File: src/hdl/cpps_pkg.sv
// Package for the converter precharge and protection sequencer.
// Holds request and result structs, sequence states and register indexes.
// No dependencies.
package cpps_pkg;

  // Measurement width (signed Q11.4) and default tick counter width
  localparam int MEAS_BITS      = 16;
  localparam int COUNT_BITS_DEF = 24;
  localparam int CFG_INDEX_BITS = 3;

  // Register indexes on the configuration port
  localparam logic [CFG_INDEX_BITS-1:0] CFG_CURRENT_LIMIT     = 3'd0;
  localparam logic [CFG_INDEX_BITS-1:0] CFG_BUS_VOLTAGE_MAX   = 3'd1;
  localparam logic [CFG_INDEX_BITS-1:0] CFG_BUS_VOLTAGE_MIN   = 3'd2;
  localparam logic [CFG_INDEX_BITS-1:0] CFG_TEMPERATURE_MAX   = 3'd3;
  localparam logic [CFG_INDEX_BITS-1:0] CFG_PRECHARGE_VOLTAGE = 3'd4;
  localparam logic [CFG_INDEX_BITS-1:0] CFG_STAGE_DELAY       = 3'd5;

  // Register reset values
  localparam logic [MEAS_BITS-2:0]        CURRENT_LIMIT_RST     = 15'd240;
  localparam logic signed [MEAS_BITS-1:0] BUS_VOLTAGE_MAX_RST   = 16'sd2880;
  localparam logic signed [MEAS_BITS-1:0] BUS_VOLTAGE_MIN_RST   = -16'sd160;
  localparam logic signed [MEAS_BITS-1:0] TEMPERATURE_MAX_RST   = 16'sd960;
  localparam logic signed [MEAS_BITS-1:0] PRECHARGE_VOLTAGE_RST = 16'sd1920;
  localparam int                          STAGE_DELAY_RST       = 10000;

  // Fault flag bit positions
  localparam int FLT_PHASE_A  = 0;
  localparam int FLT_PHASE_B  = 1;
  localparam int FLT_PHASE_C  = 2;
  localparam int FLT_BUS_HIGH = 3;
  localparam int FLT_BUS_LOW  = 4;
  localparam int FLT_OVERTEMP = 5;
  localparam int FLT_COUNT    = 6;

  typedef enum logic [2:0] {
    ST_INIT      = 3'd0,
    ST_PRECHARGE = 3'd1,
    ST_BYPASS    = 3'd2,
    ST_IDLE      = 3'd3,
    ST_RUNNING   = 3'd4
  } seq_state_t;

  typedef struct packed {
    logic                  enable_request;
    logic                  disable_request;
    logic signed [MEAS_BITS-1:0] current_a;
    logic signed [MEAS_BITS-1:0] current_b;
    logic signed [MEAS_BITS-1:0] current_c;
    logic signed [MEAS_BITS-1:0] dc_voltage;
    logic signed [MEAS_BITS-1:0] temperature;
  } req_t;

  typedef struct packed {
    logic [2:0] mode;
    logic       gate_enable;
    logic       precharge_relay;
    logic       bypass_relay;
    logic       fault_phase_a;
    logic       fault_phase_b;
    logic       fault_phase_c;
    logic       fault_bus_high;
    logic       fault_bus_low;
    logic       fault_overtemp;
  } result_t;

endpackage

File: src/hdl/converter_precharge_protection_sequencer_unit.sv
// Converter precharge and protection sequencer, top level.
// Depends on cpps_pkg for the request/result structs, states and register indexes.
//
// Usage:
//  - Input channel (in_valid, in_stall, in_data): one request per control tick
//    with enable/disable commands and five signed Q11.4 measurements.
//  - Output channel (out_valid, out_stall, out_data): one result per request,
//    carrying mode, gate enable, relay drives and the six sticky fault flags,
//    all taken from the sequencer state after that tick.
//  - Configuration port (cfg_we, cfg_index, cfg_data): writes trip levels,
//    precharge voltage and stage delay; write only while no request is in flight.
//  - A request accepted into the input register has its result loaded into
//    the result register when it moves on, with no register between the two.
//    Throughput is one request per cycle while out_stall is low, set by the
//    combinational state update between the two registers.
//  - When out_stall is high with a result pending, the result holds and the
//    input register still takes one more request; in_stall rises once both
//    are full and drops as soon as the result is taken.
//  - Synchronous reset puts the sequence in init, clears the tick counter and
//    fault flags, restores register defaults and empties both stages.
module converter_precharge_protection_sequencer_unit #(
  parameter int COUNT_BITS = cpps_pkg::COUNT_BITS_DEF,
  parameter int CFG_BITS   = (COUNT_BITS > cpps_pkg::MEAS_BITS) ? COUNT_BITS
                                                                : cpps_pkg::MEAS_BITS
) (
  input  logic                                clk,
  input  logic                                rst,
  input  logic                                in_valid,
  output logic                                in_stall,
  input  cpps_pkg::req_t                      in_data,
  output logic                                out_valid,
  input  logic                                out_stall,
  output cpps_pkg::result_t                   out_data,
  input  logic                                cfg_we,
  input  logic [cpps_pkg::CFG_INDEX_BITS-1:0] cfg_index,
  input  logic [CFG_BITS-1:0]                 cfg_data
);
  import cpps_pkg::*;

  localparam int CMP_BITS = MEAS_BITS + 1;

  // Configuration registers
  logic [MEAS_BITS-2:0]        current_limit;
  logic signed [MEAS_BITS-1:0] bus_voltage_max;
  logic signed [MEAS_BITS-1:0] bus_voltage_min;
  logic signed [MEAS_BITS-1:0] temperature_max;
  logic signed [MEAS_BITS-1:0] precharge_voltage;
  logic [COUNT_BITS-1:0]       stage_delay;

  // Sequencer state
  seq_state_t            state;
  seq_state_t            state_next;
  logic [COUNT_BITS-1:0] tick_count;
  logic [COUNT_BITS-1:0] tick_count_next;
  logic [COUNT_BITS-1:0] tick_inc;
  logic [FLT_COUNT-1:0]  fault_flags;
  logic [FLT_COUNT-1:0]  fault_flags_next;

  // Pipeline registers
  logic    stage_valid;
  req_t    stage_data;
  logic    out_ready;
  logic    adv;
  result_t result_next;

  // Trip detection
  logic signed [CMP_BITS-1:0] lim_pos;
  logic signed [CMP_BITS-1:0] lim_neg;
  logic [FLT_COUNT-1:0]       trips;
  logic                       delay_done;

  // Write configuration registers
  always_ff @(posedge clk) begin
    if (rst) begin
      current_limit     <= CURRENT_LIMIT_RST;
      bus_voltage_max   <= BUS_VOLTAGE_MAX_RST;
      bus_voltage_min   <= BUS_VOLTAGE_MIN_RST;
      temperature_max   <= TEMPERATURE_MAX_RST;
      precharge_voltage <= PRECHARGE_VOLTAGE_RST;
      stage_delay       <= COUNT_BITS'(STAGE_DELAY_RST);
    end else if (cfg_we) begin
      case (cfg_index)
        CFG_CURRENT_LIMIT:     current_limit     <= cfg_data[MEAS_BITS-2:0];
        CFG_BUS_VOLTAGE_MAX:   bus_voltage_max   <= $signed(cfg_data[MEAS_BITS-1:0]);
        CFG_BUS_VOLTAGE_MIN:   bus_voltage_min   <= $signed(cfg_data[MEAS_BITS-1:0]);
        CFG_TEMPERATURE_MAX:   temperature_max   <= $signed(cfg_data[MEAS_BITS-1:0]);
        CFG_PRECHARGE_VOLTAGE: precharge_voltage <= $signed(cfg_data[MEAS_BITS-1:0]);
        CFG_STAGE_DELAY:       stage_delay       <= cfg_data[COUNT_BITS-1:0];
        default: ;
      endcase
    end
  end

  // Handshake: the result register frees when empty or being taken
  assign out_ready = !out_valid || !out_stall;
  assign adv       = stage_valid && out_ready;
  assign in_stall  = stage_valid && !out_ready;

  // Hold the request in the input register until it moves on
  always_ff @(posedge clk) begin
    if (rst) begin
      stage_valid <= 1'b0;
    end else if (in_valid && !in_stall) begin
      stage_valid <= 1'b1;
    end else if (adv) begin
      stage_valid <= 1'b0;
    end
  end

  always_ff @(posedge clk) begin
    if (in_valid && !in_stall) begin
      stage_data <= in_data;
    end
  end

  // Compare each measurement against its trip level
  always_comb begin
    lim_pos = $signed({2'b00, current_limit});
    lim_neg = -lim_pos;
    trips = '0;
    trips[FLT_PHASE_A] = (CMP_BITS'(stage_data.current_a) > lim_pos) ||
                         (CMP_BITS'(stage_data.current_a) < lim_neg);
    trips[FLT_PHASE_B] = (CMP_BITS'(stage_data.current_b) > lim_pos) ||
                         (CMP_BITS'(stage_data.current_b) < lim_neg);
    trips[FLT_PHASE_C] = (CMP_BITS'(stage_data.current_c) > lim_pos) ||
                         (CMP_BITS'(stage_data.current_c) < lim_neg);
    trips[FLT_BUS_HIGH] = stage_data.dc_voltage > bus_voltage_max;
    trips[FLT_BUS_LOW]  = stage_data.dc_voltage < bus_voltage_min;
    trips[FLT_OVERTEMP] = stage_data.temperature > temperature_max;
  end

  // Saturating tick count, compared after the increment
  assign tick_inc   = (tick_count == '1) ? tick_count : tick_count + 1'b1;
  assign delay_done = tick_inc > stage_delay;

  // Sequence transitions for the request in the input register
  always_comb begin
    state_next       = state;
    tick_count_next  = tick_inc;
    fault_flags_next = fault_flags;
    case (state)
      ST_PRECHARGE: begin
        if (delay_done && (stage_data.dc_voltage > precharge_voltage)) begin
          state_next      = ST_BYPASS;
          tick_count_next = '0;
        end
        if (stage_data.disable_request) begin
          state_next      = ST_INIT;
          tick_count_next = '0;
        end
      end
      ST_BYPASS: begin
        if (delay_done) begin
          state_next      = ST_IDLE;
          tick_count_next = '0;
        end
        if (stage_data.disable_request) begin
          state_next      = ST_INIT;
          tick_count_next = '0;
        end
      end
      ST_IDLE: begin
        if (stage_data.enable_request && (trips == '0)) begin
          fault_flags_next = '0;
          state_next       = ST_RUNNING;
        end
        if (stage_data.disable_request) begin
          state_next      = ST_INIT;
          tick_count_next = '0;
        end
      end
      ST_RUNNING: begin
        // counter keeps running on the way out of running
        if (stage_data.disable_request) begin
          state_next = ST_INIT;
        end
        if (trips != '0) begin
          fault_flags_next = fault_flags | trips;
          state_next       = ST_INIT;
        end
      end
      default: begin
        if (stage_data.enable_request && delay_done) begin
          state_next      = ST_PRECHARGE;
          tick_count_next = '0;
        end
      end
    endcase
  end

  // Build the result from the updated state
  always_comb begin
    result_next.mode            = state_next;
    result_next.gate_enable     = (state_next == ST_RUNNING);
    result_next.precharge_relay = (state_next != ST_INIT);
    result_next.bypass_relay    = state_next inside {ST_BYPASS, ST_IDLE, ST_RUNNING};
    result_next.fault_phase_a   = fault_flags_next[FLT_PHASE_A];
    result_next.fault_phase_b   = fault_flags_next[FLT_PHASE_B];
    result_next.fault_phase_c   = fault_flags_next[FLT_PHASE_C];
    result_next.fault_bus_high  = fault_flags_next[FLT_BUS_HIGH];
    result_next.fault_bus_low   = fault_flags_next[FLT_BUS_LOW];
    result_next.fault_overtemp  = fault_flags_next[FLT_OVERTEMP];
  end

  // Advance the sequencer state once per request
  always_ff @(posedge clk) begin
    if (rst) begin
      state       <= ST_INIT;
      tick_count  <= '0;
      fault_flags <= '0;
    end else if (adv) begin
      state       <= state_next;
      tick_count  <= tick_count_next;
      fault_flags <= fault_flags_next;
    end
  end

  // Load or drop the result register
  always_ff @(posedge clk) begin
    if (rst) begin
      out_valid <= 1'b0;
    end else if (adv) begin
      out_valid <= 1'b1;
    end else if (!out_stall) begin
      out_valid <= 1'b0;
    end
  end

  always_ff @(posedge clk) begin
    if (adv) begin
      out_data <= result_next;
    end
  end

  // Checks
  a_state_only_on_adv: assert property (@(posedge clk) disable iff (rst)
    !adv |=> ($stable(tick_count) && $stable(fault_flags) && $stable(state)))
    else $error("sequencer state changed without a request");

  a_trip_exits_running: assert property (@(posedge clk) disable iff (rst)
    (adv && (state == ST_RUNNING) && (trips != '0)) |=> (state == ST_INIT))
    else $error("trip in running did not return to init");

  a_running_entry_clean: assert property (@(posedge clk) disable iff (rst)
    ((state == ST_RUNNING) && ($past(state) != ST_RUNNING)) |-> (fault_flags == '0))
    else $error("entered running with fault flags set");

  a_stall_needs_full: assert property (@(posedge clk) disable iff (rst)
    in_stall |-> (stage_valid && out_valid))
    else $error("input stalled with a free stage");

endmodule
File: config.mk
export PLATFORM = sky130hd
export DESIGN_NAME = converter_precharge_protection_sequencer_unit
export DESIGN_NICKNAME = d
export VERILOG_FILES = /design/src/hdl/cpps_pkg.sv /design/src/hdl/converter_precharge_protection_sequencer_unit.sv
export SDC_FILE = /design/constraint.sdc
export NUM_CORES = 1
export LEC_CHECK = 0
export ABC_AREA = 1
export BUFFER_PORTS_ARGS = -buffer_cell sky130_fd_sc_hd__buf_2
export CAP_MARGIN = 20
export CORE_AREA = 5 5 217 219
export CTS_CLUSTER_DIAMETER = 120
export DETAILED_ROUTE_END_ITERATION = 8
export DIE_AREA = 0 0 222 224
export GPL_ROUTABILITY_DRIVEN = 0
export PLACE_DENSITY_LB_ADDON = 0.15
export SYNTH_ARGS = -nofsm -noshare
export SYNTH_HDL_FRONTEND = slang
export SYNTH_SLANG_ARGS = --single-unit
File: constraint.sdc
create_clock -name clk -period 4.4 [get_ports clk]
set_clock_uncertainty 0.1 [all_clocks]
set_input_delay 0.22 -clock clk [delete_from_list [all_inputs] [get_ports clk]]
set_output_delay 0.22 -clock clk [all_outputs]
set_load 0.01 [all_outputs]
After elaboration in Yosys (flattened, before gate mapping):

Cells that the tools add are included.

* bitwise gates (word level): 1
* reductions and logical operators: 26
* $lt $le $gt $ge: 11
* $mul: 0
* equality and inequality tests: 14
* div/mod/pow operators: 0
* multiplexer cells: 25
* shift operators: 0
* $add $sub $neg: 2

Operators by type and width (count)
* 24-bit 2-to-1 mux: 7
* 16-bit greater-than comparator: 6
* 24-bit one-hot mux with 4 select lines: 1
* 16-bit by 17-bit less-than comparator with 1-bit output: 3
* 3-bit 2-to-1 mux: 9
* 24-bit by 1-bit adder with 24-bit output (second input constant): 1
* 24-bit == test (second input constant): 1
* 24-bit greater-than comparator: 1
* 3-bit by 2-bit == test with 1-bit output (second input constant): 6
* 15-bit negator with 17-bit output: 1
* 16-bit less-than comparator: 1
* 3-bit == test (second input constant): 4
* 6-bit 2-to-1 mux: 2
* 3-bit one-hot mux with 4 select lines: 1
* 6-bit one-hot mux with 2 select lines: 1
* 2-bit AND reduction: 6
* 3-bit by 1-bit == test with 1-bit output (second input constant): 2
* 1-bit logical AND: 6
* 6-bit logical NOT: 1
* 6-bit bitwise OR: 1
* 3-bit nonzero test: 2
* 6-bit nonzero test: 1
* 1-bit logical NOT: 4
* 1-bit logical OR: 4
* 4 further kinds: 7

* bits in latches: 0
* bits in writable memories: 0
* memories kept: 0
* register bits after elaboration: 232
* ROM bits: 0
* logic and storage cells: 107

Depth between registers and ports, before layout:

Gate-level depths: netlist of run 1.

* word-level depth: 10
* mapped depth: 33
* depth with buffers taken out: 32

Worst setup path after synthesis of run 1:

Ideal clock, no wire load.

* kind: flip-flop to flip-flop
* start: reg tick_count[0]
* end: reg tick_count[10]
* arrival time: 3.668 ns
* path buffers: 1
* library setup time: 0.070 ns
* stages on the path, launching flop included: 30
* setup slack: 0.561 ns
* cells stage by stage: dfxtp_1 -> ha_1 -> nand2_1 -> nor3_1 -> nand4_1 -> nor2_4 -> inv_2 -> nand2_1 -> nor2_1 -> nand2_1 -> nor2_2 -> nand3_2 -> nor2_2 -> nand3_1 -> xor2_1 -> inv_2 -> ha_1 -> nand2_1 -> inv_1 -> nand3_1 -> nor3_1 -> nand4_1 -> nand2_1 -> inv_1 -> nand2_1 -> o21ai_1 -> inv_1 -> clkbuf_1 -> nand3_1 -> a21oi_1

* longest elaborated chain between the ends: 7
* elaborated cells between the ends (all ways): 13
* those cells by class: 1 x add/sub; 1 x order compare; 1 x eq/ne; 8 x mux; 2 x reduce/logical

Ends and longest elaborated chain
* from (decl): line converter_precharge_protection_sequencer_unit.sv:53 `logic [COUNT_BITS-1:0] tick_count;`
* from (signal assigned): line converter_precharge_protection_sequencer_unit.sv:213 `tick_count <= tick_count_next;`
* 24-bit by 1-bit adder with 24-bit output / 24-bit == test (equally long branches): line converter_precharge_protection_sequencer_unit.sv:133 `assign tick_inc = (tick_count == '1) ? tick_count : tick_count + 1'b1;`
* 24-bit 2-to-1 mux (*): line converter_precharge_protection_sequencer_unit.sv:133
* 24-bit greater-than comparator: line converter_precharge_protection_sequencer_unit.sv:134 `assign delay_done = tick_inc > stage_delay;`
* 1-bit logical AND: line converter_precharge_protection_sequencer_unit.sv:143 `if (delay_done && (stage_data.dc_voltage > precharge_voltage)) begin`
* 24-bit 2-to-1 mux: line converter_precharge_protection_sequencer_unit.sv:143
* 24-bit 2-to-1 mux: line converter_precharge_protection_sequencer_unit.sv:147 `if (stage_data.disable_request) begin`
* 24-bit one-hot mux with 4 select lines (*): line converter_precharge_protection_sequencer_unit.sv:141 `case (state)`

Mark *: on every way between the ends. The rest lies on a longest branch, timed or not.
A chain may end at the register's enable or synchronous reset.

Worst setup path in the final report of run 1:

* start: reg tick_count[8]
* end: reg tick_count[4]

The elaborated chain is that of the path after synthesis.

==> run summary, run 1 <==
Layout cells sized above 1 - 13.9%
Final hold vios - 0
Number of flops mapped to enable cells by yosys - 94
First-pass GRT wire length - 62500 um
WL met3 - 1470 um
Top sig layer - met4
Hold Crit Class - in -> reg
Setup Crit Path Kind - reg -> reg
GRT overflow - 0
Netlist Area Pre-Place - 0.0133 mm^2
Ports - 128
Drt total wl - 39300 um
Die footprint - 0.0497 mm^2
Num CTS Buffers - 29
CTS tree - built
Min Tclk post-route - 3.99 ns
Pin count of the biggest net entering global routing - 52
Synthesized-area fraction occupied by xor and xnor cells - 1.78%
Rows - 78
Routed length on met1 - 18800 um
Biggest area consumer among synthesized cells - edfxtp_1
Met2 wire length - 18200 um
Final Util - 37.3%
Die span in x - 222 um
Most common cell after layout, fill and taps aside - nand2_1
Buf/Inv on CP - 5
CTS HTree Levels - 1
Yosys reg bits - 232
Top cells by area, synth - edfxtp_1 21%, dfxtp_1 21%, ha_1 17%
Post-route insts no fill - 2422
PortBufs - 127
Worst Hold Margin - 0.0628 ns
Final Cycle Share - 90.7%
First-pass iteration count of the detailed router - 6
Clock Latency Late Sink - 0.58 ns
Status - finished clean
Adder-Cell Fraction of Synth Area - 16.6%
Residual DRC - 0
Vias - 11200
Mapped Cells - 1556
Crit-path max cell delay - 0.40 ns
Worst IR Drop VDD - 304 uV
Most frequent CP cell - nand2_1
CP endpoint kind - register
Vias in the first global route - 11200
Synth Area in Compound Gates - 14.8%
Worst slew pin tran - 0.836 ns
Total track usage - 15.7%
Sink Count - 232
Core ar. - 0.0449 mm^2
Leak pwr - 7.32 nW
Slew headroom - 44.0%
Slew Limit Fails - 0
Fraction of synthesized area in multiplexers - 0%
Peak Freq - 251 MHz
Startpoint Class - register
CP Max Fanout - 24
Post-Syn Nets - 1846
Initial antenna violation count - 0
Primary FF master, synth - dfxtp_1
Sequential share of the synthesized area - 42.1%
Worst path required time - 4.74 ns
Main combinational cell family by area after synthesis - simple AND/OR/NAND/NOR gates
Most frequent cells in the layout - 232 x nand2_1, 214 x inv_1, 187 x a21oi_1
Synth-to-layout area growth - 26.4%
DR vias/cell - 4.61
Synth Area per Inst - 8.52 um^2
Synth unique cells - 46
Finish-stage setup viols - 0
Simple-gate share of the synthesized area - 17.3%
Fin nets - 2090
P per Cell Area - 329 mW/mm^2
Max Cap Viol - 0
# diodes - 0
Wire length per cell - 16.2 um
DIE HEIGHT - 224 um
CTS max path bufs - 3
HPWL after detailed placement - 28500 um
Worst slack, placed - 0.141 ns
DRT iter0 DRCs - 595
Clock root buffer - clkbuf_16
Worst-path clk slew - 0.06 ns
Starting Density - 29.5%
Antenna viol nets, final - 0
Worst Slack Setup Final - 0.408 ns
Top-area cell type share of the netlist area - 21.3%
Post-synth ARST share - 0%
Critical path's slowest cell - dfxtp_1
Crit-path leading delay family - simple AND/OR/NAND/NOR gates
Fillers - 4617
R2R Setup Slk - 0.41 ns
Dpl cells - 2255
Worst Path Arrival - 4.33 ns
Yosys Warn Count - 0
Setup TNS - 0 ns
==> logic make-up (layout without fill, tap and decap cells) <==
group | after synthesis | after routing
and+or+nand+nor | 500 | 500
xor gates and xnor gates | 27 | 27
DFF | 232 | 232
buffers and inverters | 261 | 527
adders and majority gates | 176 | 176
AOI/OAI and AO/OA | 360 | 360
==> power breakdown <==
| group | total [mW] | leakage (nW) | switching [mW] | internal, mW |
|---|---|---|---|---|
| Clock | 2.38 | 0.464 | 0.986 | 1.40 |
| Combinational | 0.732 | 4.81 | 0.431 | 0.301 |
| Sequential | 2.41 | 2.04 | 0.0618 | 2.34 |
| Total | 5.52 | 7.32 | 1.48 | 4.04 |
==> registers in the layout, summed over array words and instances, names as in the netlist <==
register,flops
bus_voltage_min,16
fault_flags,6
out_data,12
out_valid,1
tick_count,24
stage_valid,1
stage_delay,24
temperature_max,16
precharge_voltage,16
state,3
current_limit,15
stage_data,82
bus_voltage_max,16
==> Yosys cell counts (2+ instances only) <==
master,count
o21ai_1,9
ha_1,176
a22oi_1,4
a21o_1,2
buf_2,3
nor2_2,8
inv_1,216
clkbuf_1,34
a21oi_1,187
nand4_1,24
clkinv_1,2
nor2_1,91
nor2_4,4
nor4_1,5
o21a_1,6
o221ai_1,2
nand3_1,76
xor2_1,20
o21ai_0,102
nor3_1,26
nor3_2,4
dfxtp_1,138
inv_2,6
nand2_2,9
o211ai_1,33
nand3_2,10
nand2_1,236
xnor2_1,7
edfxtp_1,94
o31ai_1,2
a211oi_1,3
o21bai_1,3
==> worst min-delay path, delay by kind of cell <==
| kind | cells | cell delay, ns |
|---|---|---|
| buffers and inverters | 2 | 0.19 |
| AO/OA/AOI/OAI | 1 | 0.16 |
| AND/OR/NAND/NOR | 1 | 0.14 |
==> metal layers <==
layer | up-vias | GRT usage, %
li1 | 5833 | -
met4 | 0 | 3.18
met5 | - | 0
met1 | 5093 | 21.3
met2 | 186 | 26.7
met3 | 47 | 2.31
==> final timing paths <==
check                                startpoint                 end  cells after the start
worst max-delay path              tick_count[8]       tick_count[4]                     31
worst min-delay path               cfg_index[0]  temperature_max[9]                      4
worst max register to register    tick_count[8]       tick_count[4]                     31
worst min register to register  stage_delay[17]     stage_delay[17]                      2
==> through the flow <==
stage | total power, mW | instance area [um^2]
2_1_floorplan | 2.85 | 13300
3_3_place_gp | 3.09 | 14600
3_5_place_dp | 3.11 | 14600
4_1_cts | 5.62 | 16600
5_1_grt | 5.81 | 16800
6_report | 5.52 | 16800
==> area by class of cell <==
class / count / area (um^2) / area share (%)
Clock buffer: 37 / 796 / 4.75
Clock inverter: 16 / 150 / 0.896
Inverter: 224 / 843 / 5.03
Multi-Input combinational cell: 1063 / 6770 / 40.4
Sequential cell: 232 / 5590 / 33.3
Tap cell: 600 / 751 / 4.48
Timing Repair Buffer: 250 / 1860 / 11.1
==> timing repair <==
item / in CTS / in global routing
setup buffers: 0 / 5
setup endpoints to repair: 0 / 32
hold buffers: 108 / 0
endpoints found under the hold margin: 173 / 0
resized for setup: 0 / 23
Note: power is estimated with default switching activity, not from simulation.
==> run 2: changes to the inputs <==
--- a/config.mk
+++ b/config.mk
@@ -8,10 +8,10 @@
 export ABC_AREA = 1
 export BUFFER_PORTS_ARGS = -buffer_cell sky130_fd_sc_hd__buf_2
 export CAP_MARGIN = 20
-export CORE_AREA = 5 5 217 219
+export CORE_AREA = 5 5 178 180
 export CTS_CLUSTER_DIAMETER = 120
 export DETAILED_ROUTE_END_ITERATION = 8
-export DIE_AREA = 0 0 222 224
+export DIE_AREA = 0 0 183 185
 export GPL_ROUTABILITY_DRIVEN = 0
 export PLACE_DENSITY_LB_ADDON = 0.15
 export SYNTH_ARGS = -nofsm -noshare
==> run 2 against run 1 <==
Combinational power up 2%. Final area about the same. Sequential share of layout area increased by 0.057 points. Die area is 32% lower. Clock power up 6%. Wire length is 9.5% lower. Via count rose by 2.5%. Largest power group is now clock. Worst setup slack worse by 0.051 ns.
==> run summary, run 2 (synthesis gave the netlist of run 1 again) <==
Layout cells sized above 1 - 15.5% (+1.6 points)
Pin count of the biggest net entering global routing - 92 (+77%)
CTS tree - built
Setup Crit Path Kind - reg -> reg
Num CTS Buffers - 27 (-6.9%)
Pwr Total - 5.67 mW (+2.8%)
Drt total wl - 35500 um (-9.5%)
Hold Crit Class - in -> reg
Worst IR Drop VDD - 334 uV (+9.8%)
Final Cycle Share - 91.9% (+1.2 points)
Power Internal - 4.27 mW (+5.6%)
CTS max path bufs - 3 (unchanged)
Most common cell after layout, fill and taps aside - nand2_1
Starting Density - 44.2% (+15 points)
Crit-path max cell delay - 0.36 ns (-0.04 ns)
Slew Limit Fails - 0 (unchanged)
Clock Power Share - 44.4% (+1.2 points)
Peak Freq - 247 MHz (-1.3%)
GRT overflow - 0 (unchanged)
Worst path required time - 4.69 ns (-0.05 ns)
Setup TNS - 0 ns (unchanged)
Finish-stage setup viols - 0 (unchanged)
Fin nets - 2099 (+0.43%)
Die span in x - 183 um (-18%)
Slew headroom - 28.5% (-16 points)
Clock Latency Late Sink - 0.54 ns (-0.04 ns)
Comb power frac - 13.2% (about the same)
Max reg flops - 82 (unchanged)
Worst Path Arrival - 4.33 ns (about the same)
Sw Ratio - 24.8% (-2.0 points)
PortBufs - 127 (unchanged)
First-pass iteration count of the detailed router - 5 (-1)
Sequential Power Share - 42.4% (-1.2 points)
Rows - 64 (-18%)
Startpoint Class - register
Residual DRC - 0 (unchanged)
Largest reg by FF count - stage_data
Ports - 128 (unchanged)
Total track usage - 20.2% (+4.6 points)
Final hold vios - 0 (unchanged)
Worst slack, placed - -0.0887 ns (-0.230 ns)
Worst-path clk slew - 0.06 ns (about the same)
# diodes - 0 (unchanged)
Most frequent cells in the layout - 227 x nand2_1, 213 x inv_1, 187 x a21oi_1
Critical path's slowest cell - dfxtp_4
DIE HEIGHT - 185 um (-17%)
First-pass GRT wire length - 55800 um (-11%)
Vias - 11400 (+2.5%)
Largest regs - stage_data: 82 flops, stage_delay: 24 flops, tick_count: 24 flops
CP endpoint kind - register
Wire length per cell - 16.0 um (-1.5%)
NetSw - 1.41 mW (-4.8%)
Status - finished clean
Antenna viol nets, final - 0 (unchanged)
HPWL after detailed placement - 24600 um (-13%)
Sink Count - 232 (unchanged)
Leak pwr - 7.48 nW (+2.2%)
Core ar. - 0.0300 mm^2 (-33%)
Clock root buffer - clkbuf_16
Most frequent CP cell - nand2_1
DRT iter0 DRCs - 542 (-8.9%)
Worst Slack Setup Final - 0.357 ns (-0.0509 ns)
Max Cap Viol - 0 (unchanged)
Initial antenna violation count - 0 (unchanged)
P per Cell Area - 339 mW/mm^2 (+2.8%)
DR vias/cell - 5.14 (+12%)
CP Max Fanout - 6 (-75%)
Die footprint - 0.0339 mm^2 (-32%)
Vias in the first global route - 10900 (-2.5%)
Worst slew pin tran - 1.07 ns (+0.229 ns)
CTS HTree Levels - 1 (unchanged)
Min Tclk post-route - 4.04 ns (+0.0509 ns)
Synth-to-layout area growth - 26.4% (about the same)
## run 2: critical path, delay by kind of cell, from the launching register on
family | cells | cell delay (ns)
and+or+nand+nor | 22 | 2.44
buffers and inverters | 4 | 0.43
DFF | 1 | 0.36
adders and majority gates | 1 | 0.27
xor gates and xnor gates | 1 | 0.16
AOI/OAI and AO/OA | 2 | 0.14
## run 2: timing repair
item                                    CTS  global route
buffers inserted                          3            11
pin swaps                                 0            14
endpoints found under the hold margin   149             0
gates resized for setup                   4            46
endpoints found under the setup margin   24            32
cloned                                    1             3
hold buffers                            108             0
## run 2: through the flow
step	cell area, um^2	cells	hold WS (ns)	utilization [%]
floorplan	13300	1556	0.219	-
global placement	14300	2050	0.296	47.7
detailed placement	14300	2050	0.298	47.7
CTS	16500	2212	0.0585	54.8
global route	16800	2226	0.138	55.8
finish	16800	2226	0.0846	55.8
## run 2: power groups by stage
stage | sequential, mW | clock, mW | combinational (mW)
final | 2.40 | 2.52 | 0.749
after global placement | 2.45 | 0 | 0.609
after CTS | 2.40 | 2.59 | 0.711
after floorplan | 2.43 | 0 | 0.416
after global routing | 2.41 | 2.67 | 0.852
after detailed placement | 2.45 | 0 | 0.626
## run 2: final timing paths
check,start,end,slack (ns),cells past startpoint
setup reg to reg,tick_count[4],tick_count[12],0.36,30
hold reg to reg,bus_voltage_max[5],bus_voltage_max[5],0.36,2
setup / recovery,tick_count[4],tick_count[12],0.36,30
hold / removal,cfg_index[0],temperature_max[6],0.08,4
## run 2: area by class of cell
class,instances,area [um^2]
multi-input combinational,1063,6840
timing repair inverter,1,7.51
timing repair buffer,260,1960
inverter,224,847
fill,2703,13300
tap,396,495
sequential,232,5600
clock inverter,18,282
clock buffer,32,734
## run 2: routing by layer
metal / GRT usage [%] / part of all wire [%]
met5: 0 / 0
met4: 3.93 / 2.0
met3: 2.65 / 4.6
met2: 35.3 / 48
met1: 27.2 / 45
